**config.mk**
```make
export PLATFORM = sky130hd
export DESIGN_NAME = dsu_seq
export DESIGN_NICKNAME = d
export VERILOG_FILES = /design/src/hw/rtl/dsu_pkg.sv /design/src/hw/rtl/dsu_seq.sv
export SDC_FILE = /design/constraint.sdc
export NUM_CORES = 1
export LEC_CHECK = 0
export BUFFER_PORTS_ARGS = -buffer_cell sky130_fd_sc_hd__buf_2
export CAP_MARGIN = 20
export CORE_MARGIN = 2
export CORE_UTILIZATION = 30
export DETAILED_ROUTE_END_ITERATION = 8
export HOLD_SLACK_MARGIN = 0.15
export SYNTH_ARGS = -nofsm -noshare
export SYNTH_HDL_FRONTEND = slang
export SYNTH_SLANG_ARGS = --single-unit
```
**constraint.sdc**
```tcl
create_clock -name clk -period 4.3 [get_ports clk]
set_input_delay 0 -clock clk [delete_from_list [all_inputs] [get_ports clk]]
set_output_delay 0 -clock clk [all_outputs]
set_load 0.05 [all_outputs]
```
**src/hw/rtl/dsu_pkg.sv**
```systemverilog
package dsu_pkg;

    // Field widths of one transaction
    localparam int OP_W    = 2;
    localparam int NODE_W  = 10;
    localparam int RANK_W  = 4;
    localparam int COUNT_W = 11;

    // Default table size
    localparam int MAX_VERTICES_DEF = 1024;

    // Operation codes
    localparam logic [OP_W-1:0] OP_MAKE_SET = 2'd0;
    localparam logic [OP_W-1:0] OP_FIND     = 2'd1;
    localparam logic [OP_W-1:0] OP_UNION    = 2'd2;

    // Saturation limits
    localparam logic [COUNT_W-1:0] COUNT_MAX = '1;
    localparam logic [RANK_W-1:0]  RANK_MAX  = '1;

    // Table access issued by the sequencer, one read and one write per table
    typedef struct packed {
        logic [NODE_W-1:0] p_raddr;
        logic              p_we;
        logic [NODE_W-1:0] p_waddr;
        logic [NODE_W-1:0] p_wdata;
        logic [NODE_W-1:0] r_raddr;
        logic              r_we;
        logic [NODE_W-1:0] r_waddr;
        logic [RANK_W-1:0] r_wdata;
    } tbl_req_t;

    // Registered read data, valid in the cycle after the address
    typedef struct packed {
        logic [NODE_W-1:0] parent;
        logic [RANK_W-1:0] rank;
    } tbl_rsp_t;

    // One finished result
    typedef struct packed {
        logic [COUNT_W-1:0] set_count;
        logic               merged;
        logic [NODE_W-1:0]  root_b;
        logic [NODE_W-1:0]  root_a;
    } dsu_res_t;

endpackage

```
**src/hw/rtl/dsu_seq.sv**
```systemverilog
module dsu_seq
    import dsu_pkg::*;
#(
    parameter int MAX_VERTICES = MAX_VERTICES_DEF
)
(
    input  logic              clk,
    input  logic              rst_n,
    input  logic              in_valid,
    output logic              in_ready,
    input  logic [OP_W-1:0]   in_opcode,
    input  logic [NODE_W-1:0] in_node_a,
    input  logic [NODE_W-1:0] in_node_b,
    output logic              res_valid,
    input  logic              res_ready,
    output dsu_res_t          res,
    output tbl_req_t          tbl_req,
    input  tbl_rsp_t          tbl_rsp
);

    localparam int DEPTH = (MAX_VERTICES < (1 << NODE_W)) ? MAX_VERTICES : (1 << NODE_W);
    localparam int SW    = (DEPTH > 1) ? $clog2(DEPTH) : 1;
    localparam logic [SW-1:0] STEP_LAST = SW'(DEPTH - 1);

    typedef enum logic [3:0] {
        S_IDLE,
        S_WALK_RD,
        S_WALK_CHK,
        S_COMP_START,
        S_COMP_CHK,
        S_RANK_A,
        S_RANK_B,
        S_RANK_C,
        S_FINISH
    } state_t;

    state_t             state_reg, state_next;
    logic [OP_W-1:0]    op_reg, op_next;
    logic [NODE_W-1:0]  b_reg, b_next;
    logic [NODE_W-1:0]  v_reg, v_next;
    logic [NODE_W-1:0]  root_reg, root_next;
    logic [NODE_W-1:0]  cur_reg, cur_next;
    logic [NODE_W-1:0]  xr_reg, xr_next;
    logic               phase_reg, phase_next;
    logic [SW-1:0]      step_reg, step_next;
    logic [RANK_W-1:0]  rx_reg, rx_next;
    logic [COUNT_W-1:0] count_reg, count_next;
    logic [NODE_W-1:0]  ra_reg, ra_next;
    logic [NODE_W-1:0]  rb_reg, rb_next;
    logic               merged_reg, merged_next;

    // Sequencer: pointer chase, compression and linking over the shared table ports
    always_comb
    begin
        logic              in_range;
        logic              find_done;
        logic [NODE_W-1:0] p;
        logic [RANK_W-1:0] ry;

        state_next  = state_reg;
        op_next     = op_reg;
        b_next      = b_reg;
        v_next      = v_reg;
        root_next   = root_reg;
        cur_next    = cur_reg;
        xr_next     = xr_reg;
        phase_next  = phase_reg;
        step_next   = step_reg;
        rx_next     = rx_reg;
        count_next  = count_reg;
        ra_next     = ra_reg;
        rb_next     = rb_reg;
        merged_next = merged_reg;
        tbl_req     = '0;
        in_ready    = 1'b0;
        res_valid   = 1'b0;
        find_done   = 1'b0;
        p           = tbl_rsp.parent;
        ry          = tbl_rsp.rank;
        in_range    = (int'(in_node_a) < MAX_VERTICES) &&
                      ((in_opcode != OP_UNION) || (int'(in_node_b) < MAX_VERTICES));

        case (state_reg)
            S_IDLE:
            begin
                in_ready = 1'b1;
                if (in_valid)
                begin
                    op_next     = in_opcode;
                    b_next      = in_node_b;
                    ra_next     = '0;
                    rb_next     = '0;
                    merged_next = 1'b0;
                    state_next  = S_FINISH;
                    if (in_range && (in_opcode == OP_MAKE_SET))
                    begin
                        // Make the vertex its own root with rank zero
                        tbl_req.p_we    = 1'b1;
                        tbl_req.p_waddr = in_node_a;
                        tbl_req.p_wdata = in_node_a;
                        tbl_req.r_we    = 1'b1;
                        tbl_req.r_waddr = in_node_a;
                        tbl_req.r_wdata = '0;
                        if (count_reg != COUNT_MAX)
                        begin
                            count_next = count_reg + COUNT_W'(1);
                        end
                        ra_next = in_node_a;
                    end
                    else if (in_range && (in_opcode inside {OP_FIND, OP_UNION}))
                    begin
                        v_next     = in_node_a;
                        root_next  = in_node_a;
                        phase_next = 1'b0;
                        step_next  = '0;
                        state_next = S_WALK_RD;
                    end
                end
            end

            S_WALK_RD:
            begin
                tbl_req.p_raddr = root_reg;
                state_next      = S_WALK_CHK;
            end

            S_WALK_CHK:
            begin
                // Stop at a self-pointing node or at the step limit, else follow the pointer
                if ((p == root_reg) || (step_reg == STEP_LAST))
                begin
                    cur_next   = v_reg;
                    step_next  = '0;
                    state_next = S_COMP_START;
                end
                else
                begin
                    root_next       = p;
                    step_next       = step_reg + SW'(1);
                    tbl_req.p_raddr = p;
                end
            end

            S_COMP_START:
            begin
                if (cur_reg == root_reg)
                begin
                    find_done = 1'b1;
                end
                else
                begin
                    // Read the old pointer and redirect the node in the same cycle
                    tbl_req.p_raddr = cur_reg;
                    tbl_req.p_we    = 1'b1;
                    tbl_req.p_waddr = cur_reg;
                    tbl_req.p_wdata = root_reg;
                    state_next      = S_COMP_CHK;
                end
            end

            S_COMP_CHK:
            begin
                if ((p == cur_reg) || (p == root_reg) || (step_reg == STEP_LAST))
                begin
                    find_done = 1'b1;
                end
                else
                begin
                    tbl_req.p_raddr = p;
                    tbl_req.p_we    = 1'b1;
                    tbl_req.p_waddr = p;
                    tbl_req.p_wdata = root_reg;
                    cur_next        = p;
                    step_next       = step_reg + SW'(1);
                end
            end

            S_RANK_A:
            begin
                tbl_req.r_raddr = xr_reg;
                state_next      = S_RANK_B;
            end

            S_RANK_B:
            begin
                rx_next         = tbl_rsp.rank;
                tbl_req.r_raddr = root_reg;
                state_next      = S_RANK_C;
            end

            S_RANK_C:
            begin
                // Link the lower-rank root under the higher one; on a tie root_b goes under root_a, whose rank rises
                tbl_req.p_we = 1'b1;
                if (rx_reg < ry)
                begin
                    tbl_req.p_waddr = xr_reg;
                    tbl_req.p_wdata = root_reg;
                    ra_next         = root_reg;
                end
                else
                begin
                    tbl_req.p_waddr = root_reg;
                    tbl_req.p_wdata = xr_reg;
                    if ((rx_reg == ry) && (rx_reg != RANK_MAX))
                    begin
                        tbl_req.r_we    = 1'b1;
                        tbl_req.r_waddr = xr_reg;
                        tbl_req.r_wdata = rx_reg + RANK_W'(1);
                    end
                end
                if (count_reg != '0)
                begin
                    count_next = count_reg - COUNT_W'(1);
                end
                merged_next = 1'b1;
                state_next  = S_FINISH;
            end

            S_FINISH:
            begin
                res_valid = 1'b1;
                if (res_ready)
                begin
                    state_next = S_IDLE;
                end
            end

            default:
            begin
                state_next = S_IDLE;
            end
        endcase

        // Hand over once a root is known and its path compressed
        if (find_done)
        begin
            if (!phase_reg)
            begin
                xr_next = root_reg;
                if (op_reg == OP_FIND)
                begin
                    ra_next    = root_reg;
                    state_next = S_FINISH;
                end
                else
                begin
                    v_next     = b_reg;
                    root_next  = b_reg;
                    phase_next = 1'b1;
                    step_next  = '0;
                    state_next = S_WALK_RD;
                end
            end
            else
            begin
                rb_next = root_reg;
                ra_next = xr_reg;
                if (xr_reg == root_reg)
                begin
                    state_next = S_FINISH;
                end
                else
                begin
                    state_next = S_RANK_A;
                end
            end
        end
    end

    // Hold state and result registers
    always_ff @(posedge clk or negedge rst_n)
    begin
        if (!rst_n)
        begin
            state_reg  <= S_IDLE;
            count_reg  <= '0;
            op_reg     <= '0;
            b_reg      <= '0;
            v_reg      <= '0;
            root_reg   <= '0;
            cur_reg    <= '0;
            xr_reg     <= '0;
            phase_reg  <= 1'b0;
            step_reg   <= '0;
            rx_reg     <= '0;
            ra_reg     <= '0;
            rb_reg     <= '0;
            merged_reg <= 1'b0;
        end
        else
        begin
            state_reg  <= state_next;
            count_reg  <= count_next;
            op_reg     <= op_next;
            b_reg      <= b_next;
            v_reg      <= v_next;
            root_reg   <= root_next;
            cur_reg    <= cur_next;
            xr_reg     <= xr_next;
            phase_reg  <= phase_next;
            step_reg   <= step_next;
            rx_reg     <= rx_next;
            ra_reg     <= ra_next;
            rb_reg     <= rb_next;
            merged_reg <= merged_next;
        end
    end

    assign res.root_a    = ra_reg;
    assign res.root_b    = rb_reg;
    assign res.merged    = merged_reg;
    assign res.set_count = count_reg;

endmodule

```
* Word level (Yosys, flattened, before mapping) *
Cells that the tools add are included.
W data, S select, Z words.

operators by class
  reductions and logical operators = 16
  mux-type cells = 82
  add/subtract/negate cells = 4
  magnitude comparators = 1
  eq/ne operators = 30
  bitwise operators = 1

operators by type and width
  cell                     count
  $mux W10                 35
  $pmux W21 S4             1
  $pmux W10 S2             4
  $mux W31                 2
  $mux W15                 4
  $mux W11                 4
  $mux W21                 2
  $eq A10 B10 Y1           4
  $mux W4                  10
  $pmux W10 S4             1
  $pmux W4 S9              1
  $pmux W10 S3             1
  $pmux W15 S2             1
  $pmux W11 S2             1
  $mux W20                 1
  $eq A4 B3 Y1 const B     4
  $ne A2 B2 Y1 const B     7
  $mux W1                  12
  $ne A3 B3 Y1 const B     4
  $add A11 B1 Y11 const B  1
  $ne A11 B11 Y1 const B   1
  $reduce_bool A11 Y1      1
  $sub A11 B1 Y11 const B  1
  $add A10 B1 Y10 const B  1
  20 further kinds         30

word-level totals
  word-level logic and storage cells = 148
  register bits = 103

* Depth between registers and ports, before layout *
Gate-level depths: netlist of the first run.

  depth in word-level cells = 9
  gate-level depth with buffers = 14

* Worst setup path after synthesis of the first run *
No wires, ideal clock.

  path kind = reg-to-reg
  start = register state_reg[3]
  end = register count_reg[10]
  arrival time = 3.512 ns
  buffers on the path = 3
  setup slack = 0.706 ns
  stages on the path, launching flop included = 15
  library setup time = 0.082 ns
  cells stage by stage = dfrtp_1 buf_2 nand2b_1 or2_2 clkbuf_1 inv_1 clkbuf_1 ha_1 nor2b_1 o31a_1 o211ai_1 a21oi_1 or4_1 a21boi_0 xor2_1

between the ends
  cells in the longest elaborated chain, start to end = 3
  elaborated cells between the ends (all ways) = 9
  those cells by class = eq/ne (5); mux (1); reduce/logical (3)

RTL lines
  item                                                                 line            text
  start, declared                                                      dsu_seq.sv:37   state_t state_reg, state_next;
  start signal, assigned                                               dsu_seq.sv:293  state_reg <= state_next;
  $eq A4 B3 Y1 / $logic_not A4 Y1 (equally long branches)              dsu_seq.sv:83   case (state_reg)
  $ne A2 B2 Y1 (no line) / $reduce_bool A2 Y1 (equally long branches)  --
  $reduce_and A5 Y1 (no line)                                          --
  end signal, assigned                                                 dsu_seq.sv:294  count_reg <= count_next;
  end, declared                                                        dsu_seq.sv:47   logic [COUNT_W-1:0] count_reg, count_next;

Parallel ways exist; a longest one is shown, timed or not.
A chain may end at the register's enable or synchronous reset.

* Worst setup path in the final report of the first run *
  start = register root_reg[4]
  end = register root_reg[2]

between the ends
  cells in the longest elaborated chain, start to end = 7
  elaborated cells between the ends (all ways) = 13
  those cells by class = eq/ne (2); mux (8); reduce/logical (3)

RTL lines
  item                    line                            text
  start, declared         dsu_seq.sv:41                   logic [NODE_W-1:0] root_reg, root_next;
  start signal, assigned  dsu_seq.sv:298                  root_reg <= root_next;
  $eq A10 B10 Y1          dsu_seq.sv:130, dsu_seq.sv:163
  $logic_or A1 B1 Y1      dsu_seq.sv:130                  if ((p == root_reg) || (step_reg == STEP_LAST))
  $mux W10                dsu_seq.sv:130
  $pmux W10 S2            dsu_seq.sv:83
  $mux W10                dsu_seq.sv:241                  if (op_reg == OP_FIND)
  $mux W10                dsu_seq.sv:238                  if (!phase_reg)
  $mux W10 *              dsu_seq.sv:236                  if (find_done)
  named net root_next[2]  dsu_seq.sv:41

The timed path passes the listed nets; every way through them passes the cells marked *.

==> metrics.md, run 1 <==
| Metric | Value |
|---|---|
| Status | complete, no violations |
| Mux share of post-synthesis cell area | 0.0850 |
| Port Buffers | 129 |
| Synth Instances | 746 |
| Critical Path Max Stage Delay | 0.79 ns |
| Die width | 154 um |
| Final Max Slew Viols | 0 |
| Hold Slack | 0.338 ns |
| CP Data Required Time | 4.58 ns |
| Final period utilization | 0.810 |
| Peak Freq | 287 MHz |
| Total CTS buffers | 9 |
| Fillers | 2330 |
| Syn Area/Cell | 9.00 um^2 |
| Cell internal pwr | around 2.9 mW |
| Overflow after GRT | 0 |
| Hold Path Class | in2async |
| TritonCTS Sinks | 103 |
| Insertion delay to the later sink of the worst-skew pair | 0.36 ns |
| Slowest cell on crit path | dfrtp_1 |
| Compound-cell area share of the yosys netlist | 0.209 |
| Max cap viols | 0 |
| Most frequent cells in the layout | buf_2, dfrtp_1, nand2_1 |
| Layout area overhead | 24.9% |
| Fin Clk Skew | 0.0120 ns |
| Layout cells sized above 1 | 0.251 |
| Post-DP HPWL | about 16000 um |
| Sequential area share after synthesis | 0.384 |
| Slew HR | 0.345 |
| Simple logic cell fraction of the synthesized area | 0.166 |
| Largest net degree at the start of global routing | between 70 and 80 |
| Setup_tns | 0 ns |
| Ys async rst share | 1.00 |
| Power Density | 702 nW/um^2 |
| Seq cells post-synth | between 100 and 150 |
| Worst Path Max Fanout | 17 |
| Top cells by area, synth | dfrtp_1, nand2_1, mux2_2 |
| # nets final | 945 |
| GPL Wtd Cong | 0.897 |
| First-pass GRT wire length | about 36000 um |
| Diode count | 0 |
| Share of the synthesized area in the top cell type | 0.384 |
| Path type of the worst setup path | reg2reg |
| Synth Net Count | approximately 800 |
| Sequential power share | 0.311 |
| Vias in the first global route | 6136 |
| Most frequent CP cell | a21oi_1 |
| RSZ-0062 raised after global routing | no |
| # Post-CTS Setup Buffers | 0 |
| Slew at the pin closest to its max-slew limit | 0.983 ns |
| Die Span Y | 154 um |
| Maximum vdd ir drop | 386 uV |
| Family with the most delay on the worst path | compound AO/OA/AOI/OAI gates |
| GRT Total Usage | 0.193 |
| Commonest non-fill, non-tap cell in the layout | buf_2 |
| Pre-antenna DRT Iters | 5 |
| Reg clk slew, reported paths | about 0.08 ns |
| Largest family of logic cells by synthesized area | compound AO/OA/AOI/OAI gates |
| Critical path buffers and inverters | 1 |
| Leading area contributor after synthesis | dfrtp_1 |
| Pwr Total | 5.88 mW |
| CP Launch Type | register |
| DRC viols | 0 |
| Clock Power Share | 0.155 |
| Synth warn | 0 |
| Rows | 54 |
| Die area | between 20000 and 25000 um^2 |
| Mapped cell area | 6710 um^2 |
| Arrival time at the worst endpoint | 3.76 ns |
| Minimum clock period | 3.48 ns |
| Max FFs per register | 11 |
| Top Ports | 130 |
| Core area | 21900 um^2 |
| EDFF count, synth | 0 |
| Most used flip-flop cell after synthesis | dfrtp_1 |
| Pleak | approximately 4 nW |
| Combinational Power Share | 0.534 |
| Number of H-tree levels | 3 |
| Final setup vio count | 0 |
| Yosys cell types | 66 |
| Net Sw Power | 2.94 mW |
| Post-synthesis adder-cell area fraction | 0.0328 |
| Crit-path cells | xnor2_1 > nand4_1 > o31a_2 > a21oi_4 > o21a_1 > a21oi_1 > a21oi_1 > dlygate4sd3_1 |
| Root buffer cell | clkbuf_16 |
| Sw frac | 0.500 |
| Final wirelength | 23100 um |
| Initial drt markers | 706 |
| Vias | around 6300 |
| DR WL/cell | around 20 um |
| R2r setup slk | 0.82 ns |
| Post-Synth XOR/XNOR Area | 0.0679 |
| Final Hold Fails | 0 |
| Antenna violations before repair | 0 |
| TritonCTS clock tree | yes |
| Mean number of vias per cell | 5.39 |
| Antenna Nets Post-Route | 0 |
| Longest Clk Path Bufs | 2 |
| CP endpoint kind | register |
| Initial Utilization | 0.307 |
-- Yosys cell counts (all sizes together), types with 2 or more instances --
library cell	instances
a22o	10
a21oi	59
nand3	32
ha	16
xor2	14
o21ai	26
xnor2	38
or4	3
a31o	10
dfrtp	103
nor3	3
o31ai	3
mux2i	12
and2	2
o221ai	10
a31oi	15
a221o	10
o31a	2
a21o	2
a21boi	2
buf	24
nand2	103
nor2b	7
a22oi	11
inv	32
nand4	10
o21a	4
mux2	40
or2	3
and3	12
nand3b	4
nand2b	6
o41ai	2
o221a	10
clkbuf	36
nor4	8
nor2	37
a222oi	10
-- what timing repair did --
item / CTS / global route
hold buffers: 45 / 0
endpoints found under the hold margin: 118 / 0
gates resized for setup: 0 / 0
-- worst register-to-register path, stage by stage (launching register included) --
cell and delay [ns]:
dfrtp_1 0.79, xnor2_1 0.19, nand4_1 0.14, o31a_2 0.40
a21oi_4 0.24, o21a_1 0.75, a21oi_1 0.14, a21oi_1 0.18
dlygate4sd3_1 0.59
-- per-layer routing --
layer	vias up	GRT usage	routed length, um
met2	230	0.301	10800
met3	37	0.0273	1250
met1	3080	0.274	10400
met4	0	0.0695	575
met5	-	0	0
li1	2981	-	-
-- final cells by class --
cell class | count | area [um^2] | share of cell area
tap | 280 | 350 | 0.0418
timing repair buffer | 191 | 1230 | 0.147
clock inverter | 5 | 81.3 | 0.00971
inverter | 32 | 120 | 0.0143
sequential | 103 | 2580 | 0.308
multi-input combinational | 551 | 3780 | 0.451
clock buffer | 11 | 243 | 0.0290
-- worst paths after layout --
check | from | to | cells past startpoint
max in group asynchronous | rst_n | step_reg[0] | 3
min in group clk | in_node_b[9] | b_reg[9] | 4
worst min-delay path | rst_n | rx_reg[0] | 2
worst max-delay path | root_reg[4] | root_reg[2] | 8
worst max register to register | root_reg[4] | root_reg[2] | 8
worst min register to register | op_reg[0] | op_reg[0] | 2
-- metrics by stage --
stage / cells / utilization / cell area (um^2) / worst slack [ns]
final: 1173 / 0.383 / 8380 / 0.819
after global routing: 1173 / 0.383 / 8380 / 0.626
after CTS: 1171 / 0.382 / 8360 / 0.918
after detailed placement: 1110 / 0.347 / 7590 / 0.959
after global placement: 1110 / 0.347 / 7590 / 1.01
after floorplan: 746 / - / 6710 / 0.706
-- power groups by stage --
stage / combinational, mW / clock (mW) / sequential (mW)
after floorplan: 2.23 / 0 / 1.77
after global placement: 3.01 / 0 / 1.83
after detailed placement: 3.03 / 0 / 1.84
after CTS: 3.13 / 0.928 / 1.82
after global routing: 3.38 / 0.965 / 1.89
final: 3.14 / 0.910 / 1.83
-- kinds of logic after synthesis --
| group | count (synthesis) |
|---|---|
| fa+ha+maj | 17 |
| compound gates | 196 |
| simple gates | 234 |
| mux | 52 |
| xor+xnor | 52 |
| buf+inv | 92 |
| flops | 103 |
Power figures use the tool's default switching activity.
==> run 2: changes to the inputs <==
clock period = 3.3 ns   (was 4.3 ns; I/O delays follow)
==> run 2 against run 1 <==
  * Routed wire length shrank 0.54%
  * Sequential cell count is the same
  * Clock skew shrank 0.0068 ns
  * Highest routed layer unchanged
  * Fmax grew 12%
  * Register-to-register slack lost 0.62 ns
  * Die area is the same
  * First-iteration DRC count shrank 29%
  * Critical path type unchanged
  * Via count is essentially flat
  * Largest cell class unchanged
  * Critical path depth grew 3
  * Worst hold slack lost 0.17 ns
  * Clock-buffer cell count shrank 1
==> metrics.md, run 2 (synthesized netlist as in run 1, its figures left out) <==
| Metric | Value |
|---|---|
| Final Max Slew Viols | 0 (unchanged) |
| Root buffer cell | clkbuf_16 |
| Most frequent CP cell | buf_4 |
| # nets final | 959 (+1.5%) |
| CP Launch Type | register |
| Layout area overhead | 26.0% |
| Initial drt markers | 499 (-29%) |
| Layout cells sized above 1 | 0.266 (+0.0149) |
| GRT Total Usage | 0.193 (-0.000493) |
| Slew at the pin closest to its max-slew limit | 0.875 ns (-0.108 ns) |
| Top Ports | 130 (unchanged) |
| Hold path cells | 3 |
| Most frequent cells in the layout | buf_2, dfrtp_1, nand2_1 |
| Worst r2r src | step_reg[0] |
| Pre-antenna DRT Iters | 5 (unchanged) |
| Max FFs per register | 11 (unchanged) |
| # Post-CTS Setup Buffers | 0 (unchanged) |
| Worst Path Max Fanout | 11 (-6) |
| TritonCTS clock tree | yes |
| Family with the most delay on the worst path | buffers and inverters |
| Slew HR | 0.409 (+0.0637) |
| Mean number of vias per cell | 5.34 (-1.1%) |
| Worst R2R End | root_reg[0] |
| Die Span Y | 154 um (unchanged) |
| Status | complete, no violations |
| Final period utilization | 0.940 (+0.130) |
| Path type of the worst setup path | reg2reg |
| Number of H-tree levels | 3 (unchanged) |
| Hold Path Class | in2reg |
| Hold-critical path endpoint | cur_reg[2] |
| R2r setup slk | 0.20 ns (-0.62 ns) |
| Register area | 2580 um^2 (about the same) |
| Port Buffers | 129 (unchanged) |
| Commonest non-fill, non-tap cell in the layout | buf_2 |
| Vias | 6333 (+0.079%) |
| Rows | 54 (unchanged) |
| R2R depth | 11 (+3) |
| Die width | 154 um (unchanged) |
| First-pass GRT wire length | 35900 um (unchanged) |
| Diode count | 0 (unchanged) |
| Power Density | 910 nW/um^2 (+30%) |
| Slowest cell on crit path | or4_4 |
| Initial Utilization | 0.307 (unchanged) |
| Peak Freq | 322 MHz (+12%) |
| Minimum clock period | 3.10 ns (-0.380 ns) |
| Insertion delay to the later sink of the worst-skew pair | 0.36 ns (about the same) |
| Hold_sp | tbl_rsp[6] |
| CP endpoint kind | register |
| Fin Clk Skew | 0.00525 ns (-0.00680 ns) |
| Die area | 23600 um^2 (unchanged) |
| Setup_tns | 0 ns (unchanged) |
| Maximum vdd ir drop | 628 uV (+63%) |
| GPL Wtd Cong | 0.915 (+2.1%) |
| Critical Path Max Stage Delay | 0.59 ns (-0.20 ns) |
| Arrival time at the worst endpoint | 3.34 ns (-0.42 ns) |
| Antenna violations before repair | 0 (unchanged) |
| Fillers | 2243 (-3.7%) |
| RSZ-0062 raised after global routing | no |
| Vias in the first global route | 6286 (+2.4%) |
| Crit-path cells | ha_1 > nand3_1 > or4_4 > o31a_2 > a21oi_4 > o21ai_1 > buf_4 > buf_4 > nor2_1 > a21oi_1 > dlygate4sd3_1 |
| Post-DP HPWL | 16800 um (+2.2%) |
| Max cap viols | 0 (unchanged) |
| Core area | 21900 um^2 (unchanged) |
| CP Data Required Time | 3.54 ns (-1.04 ns) |
| TritonCTS Sinks | 103 (unchanged) |
| Largest net degree at the start of global routing | 44 (-40%) |
| Antenna Nets Post-Route | 0 (unchanged) |
| DRC viols | 0 (unchanged) |
| DR WL/cell | 19.3 um (-1.7%) |
| Final setup vio count | 0 (unchanged) |
| Reg clk slew, reported paths | 0.08 ns (about the same) |
| Pleak | 4.13 nW (+1.3%) |
| Critical path buffers and inverters | 3 (+2) |
| Final Core Density | 0.386 (+0.00343) |
| Overflow after GRT | 0 (unchanged) |
| Multi-input gate area | 3780 um^2 (+0.20%) |
| Final wirelength | 23000 um (-0.54%) |
| Final Hold Fails | 0 (unchanged) |
| Total CTS buffers | 9 (unchanged) |
| Longest Clk Path Bufs | 2 (unchanged) |
run 2: layer usage:
metal	GRT usage	wire (um)	vias to the layer above
met3	0.0330	1100	38
li1	-	-	3009
met2	0.306	10700	209
met5	0	0	-
met4	0.0620	518	0
met1	0.268	10600	3077
run 2: cell type report:
| type | instances | area share |
|---|---|---|
| Multi-Input combinational cell | 551 | 0.448 |
| Sequential cell | 103 | 0.305 |
| Timing Repair Buffer | 205 | 0.157 |
| Tap cell | 280 | 0.0414 |
| Clock buffer | 10 | 0.0283 |
| Inverter | 32 | 0.0142 |
| Clock inverter | 6 | 0.00622 |
run 2: repair_timing:
item | 4_1_cts | 5_1_grt
resized for setup | 0 | 4
setup endpoints to repair | 0 | 14
hold buffers | 45 | 0
endpoints found under the hold margin | 87 | 0
run 2: where the power goes:
| group | switching, mW | total, mW | leakage [nW] | internal [mW] |
|---|---|---|---|---|
| registers | 0.614 | 2.30 | 1.34 | 1.68 |
| clock network | 0.537 | 1.08 | 0.138 | 0.546 |
| logic | 2.76 | 4.31 | 2.65 | 1.55 |
run 2: worst reg2reg max path: cells and delay by family, from the launching register on:
| kind | cells | cell delay, ns |
|---|---|---|
| buffers and inverters | 3 | 0.94 |
| and+or+nand+nor | 3 | 0.86 |
| AOI/OAI and AO/OA | 4 | 0.60 |
| DFF | 1 | 0.38 |
| adders and majority gates | 1 | 0.20 |
run 2: stage by stage:
stage	power, mW	cells	instance area (um^2)	setup WS, ns	hold slack [ns]
2_1_floorplan	5.22	746	6720	0.0162	-0.296
3_3_place_gp	6.38	1124	7680	0.323	0.0512
3_5_place_dp	6.42	1126	7690	0.281	0.0531
4_1_cts	7.65	1187	8440	0.145	0.161
5_1_grt	8.15	1187	8450	0.0120	0.159
6_report	7.69	1187	8450	0.199	0.172
run 2: how the worst max path moves through the flow:
| stage | from | to | slack [ns] | cells past startpoint |
|---|---|---|---|---|
| 2_1_floorplan | state_reg[3] | count_reg[10] | 0.02 | 14 |
| 3_3_place_gp | state_reg[0] | count_reg[10] | 0.32 | 12 |
| 3_5_place_dp | state_reg[0] | count_reg[10] | 0.28 | 12 |
| 4_1_cts | step_reg[0] | root_reg[0] | 0.14 | 11 |
| 5_1_grt | step_reg[0] | root_reg[0] | 0.01 | 11 |
| 6_report | step_reg[0] | root_reg[0] | 0.20 | 11 |
==> run 3: changes to the inputs <==
CORE_ASPECT_RATIO = 1.25   (was default)
clock period = 2.77 ns   (was 3.3 ns; I/O delays follow)
==> run 3 against run 2 <==
  * Worst hold slack improved by 0.041 ns
  * Clock skew rose by 0.0064 ns
  * Global-route usage rose by 1.2 points
  * Routed wire length rose by 3.1%
  * Via count rose by 3.2%
  * Sequential power rose by 12%
  * Critical path type unchanged
  * Critical endpoint is now count_reg[10]
  * Largest power group unchanged
==> metrics.md, run 3 (synthesized netlist as in run 1, its figures left out) <==
| Metric | Value |
|---|---|
| Status | complete, no violations |
| Reg clk slew, reported paths | 0.07 ns (about the same) |
| Fin Clk Skew | 0.0116 ns (+0.00638 ns) |
| Port Buffers | 129 (unchanged) |
| Post-DP HPWL | 17500 um (+3.9%) |
| Finished Layout Cells | 1204 (+1.4%) |
| Die Span Y | 171 um (+11%) |
| Fillers | 2268 (+1.1%) |
| Slew at the pin closest to its max-slew limit | 0.859 ns (-0.0162 ns) |
| Number of H-tree levels | 3 (unchanged) |
| Peak Freq | 374 MHz (+16%) |
| Most frequent cells in the layout | buf_2, dfrtp_1, nand2_1 |
| Worst Path Max Fanout | 11 (unchanged) |
| Multi-input gate area | 3880 um^2 (+2.4%) |
| Placed cell count | 1144 (+1.6%) |
| Final Max Slew Viols | 0 (unchanged) |
| Die area | 23600 um^2 (about the same) |
| Diode count | 0 (unchanged) |
| Path type of the worst setup path | reg2reg |
| Slew HR | 0.419 (+0.0110) |
| Layout cells sized above 1 | 0.298 (+0.0318) |
| Final Core Density | 0.396 (+0.00933) |
| Minimum clock period | 2.68 ns (-0.426 ns) |
| DP Area | 7910 um^2 (+2.7%) |
| Maximum vdd ir drop | 632 uV (+0.63%) |
| GPL Wtd Cong | 0.885 (-3.3%) |
| Overflow after GRT | 0 (unchanged) |
| Max FFs per register | 11 (unchanged) |
| Longest Clk Path Bufs | 2 (unchanged) |
| R2R depth | 11 (unchanged) |
| TritonCTS clock tree | yes |
| Critical Path Max Stage Delay | 0.40 ns (-0.19 ns) |
| Antenna Nets Post-Route | 0 (unchanged) |
| Hold path cells | 3 (unchanged) |
| CP endpoint kind | register |
| Antenna violations before repair | 0 (unchanged) |
| Largest net degree at the start of global routing | 104 (+140%) |
| Register area | 2580 um^2 (about the same) |
| Worst R2R End | count_reg[10] |
| GRT Total Usage | 0.205 (+0.0119) |
| R2r setup slk | 0.09 ns (-0.10 ns) |
| DRC viols | 0 (unchanged) |
| Worst r2r src | state_reg[3] |
| Root buffer cell | clkbuf_16 |
| Final instance area | 8750 um^2 (+3.6%) |
| CP Data Required Time | 3.05 ns (-0.49 ns) |
| CP Launch Type | register |
| Core area | 22100 um^2 (+1.1%) |
| Hold-critical path endpoint | state_reg[0] |
| Initial drt markers | 530 (+6.2%) |
| Arrival time at the worst endpoint | 2.96 ns (-0.38 ns) |
| Initial Utilization | 0.303 (-0.00336) |
| Layout area overhead | 30.4% |
| Die width | 138 um (-10%) |
| Pre-CTS setup slack | 0.0953 ns (-0.186 ns) |
| Pleak | 4.22 nW (+2.3%) |
| DR WL/cell | 19.7 um (+1.7%) |
| Crit-path cells | nand2b_4 > or2_4 > inv_6 > ha_4 > nor2b_4 > o31a_1 > o211ai_1 > a21oi_1 > or4_1 > a21boi_1 > xor2_1 |
| TritonCTS Sinks | 103 (unchanged) |
| First-pass GRT wire length | 36500 um (+1.6%) |
| Final period utilization | 0.966 (+0.0262) |
| Final setup vio count | 0 (unchanged) |
| Post-route setup slack | 0.0946 ns (-0.104 ns) |
| Pre-antenna DRT Iters | 8 (+3) |
| Power Density | 1080 nW/um^2 (+19%) |
| Hold Path Class | in2reg |
| Total CTS buffers | 9 (unchanged) |
| Top Ports | 130 (unchanged) |
| Rows | 61 (+13%) |
| Vias | 6533 (+3.2%) |
| Slowest cell on crit path | or4_1 |
| # nets final | 973 (+1.5%) |
| Mean number of vias per cell | 5.43 (+1.7%) |
| Commonest non-fill, non-tap cell in the layout | buf_2 |
| Insertion delay to the later sink of the worst-skew pair | 0.36 ns (about the same) |
| Vias in the first global route | 6362 (+1.2%) |
| Final wirelength | 23700 um (+3.1%) |
| Pwr Total | 9.45 mW (+23%) |
| Max cap viols | 0 (unchanged) |
| Family with the most delay on the worst path | simple AND/OR/NAND/NOR gates |
| Critical path buffers and inverters | 1 (-2) |
| Final Hold Fails | 0 (unchanged) |
| Hold_sp | in_valid |
[run 3: where the power goes]
group	switching (mW)	internal [mW]	total [mW]
clock network	0.587	0.638	1.23
registers	0.567	2.01	2.57
logic	3.58	2.08	5.66
total	4.73	4.72	9.45
[run 3: per-stage QoR]
| step | hold WS [ns] | TNS [ns] |
|---|---|---|
| finish | 0.213 | 0 |
| global route | 0.240 | -0.105 |
| global placement | 0.118 | 0 |
| CTS | 0.178 | -0.0417 |
| detailed placement | 0.121 | 0 |
| floorplan | -0.296 | -0.147 |
[run 3: worst min-delay path, stage by stage]
cell     delay [ns]
buf_2          0.14
nor2b_1        0.23
o31ai_1        0.14
[run 3: layout make-up]
class	count	share of cell area
clock buffers	10	0.0273
clock inverters	6	0.00515
inverters	32	0.0143
multi-input cells	551	0.443
flip-flops and latches	103	0.294
well taps	283	0.0404
repair buffers	219	0.176
[run 3: timing repair]
item	in CTS	in global routing
gates cloned	0	1
endpoints found under the hold margin	150	0
resized for setup	9	34
pin swaps	3	9
hold buffers	38	0
setup buffers	4	1
setup endpoints to repair	27	46
[run 3: worst max-delay path by stage]
stage,endpoint,depth (start not counted),startpoint,slack [ns]
after floorplan,count_reg[10],14,state_reg[3],-0.12
after global placement,count_reg[10],11,state_reg[3],0.11
after detailed placement,count_reg[10],11,state_reg[3],0.1
after CTS,tbl_req[37],9,rx_reg[1],-0.02
after global routing,tbl_req[54],9,step_reg[0],-0.02
final,count_reg[10],11,state_reg[3],0.09
[run 3: metal layers]
metal  share of wire  GRT usage
met1            0.41      0.258
met2            0.48      0.331
met3           0.053     0.0274
met4           0.054      0.125
met5               0          0
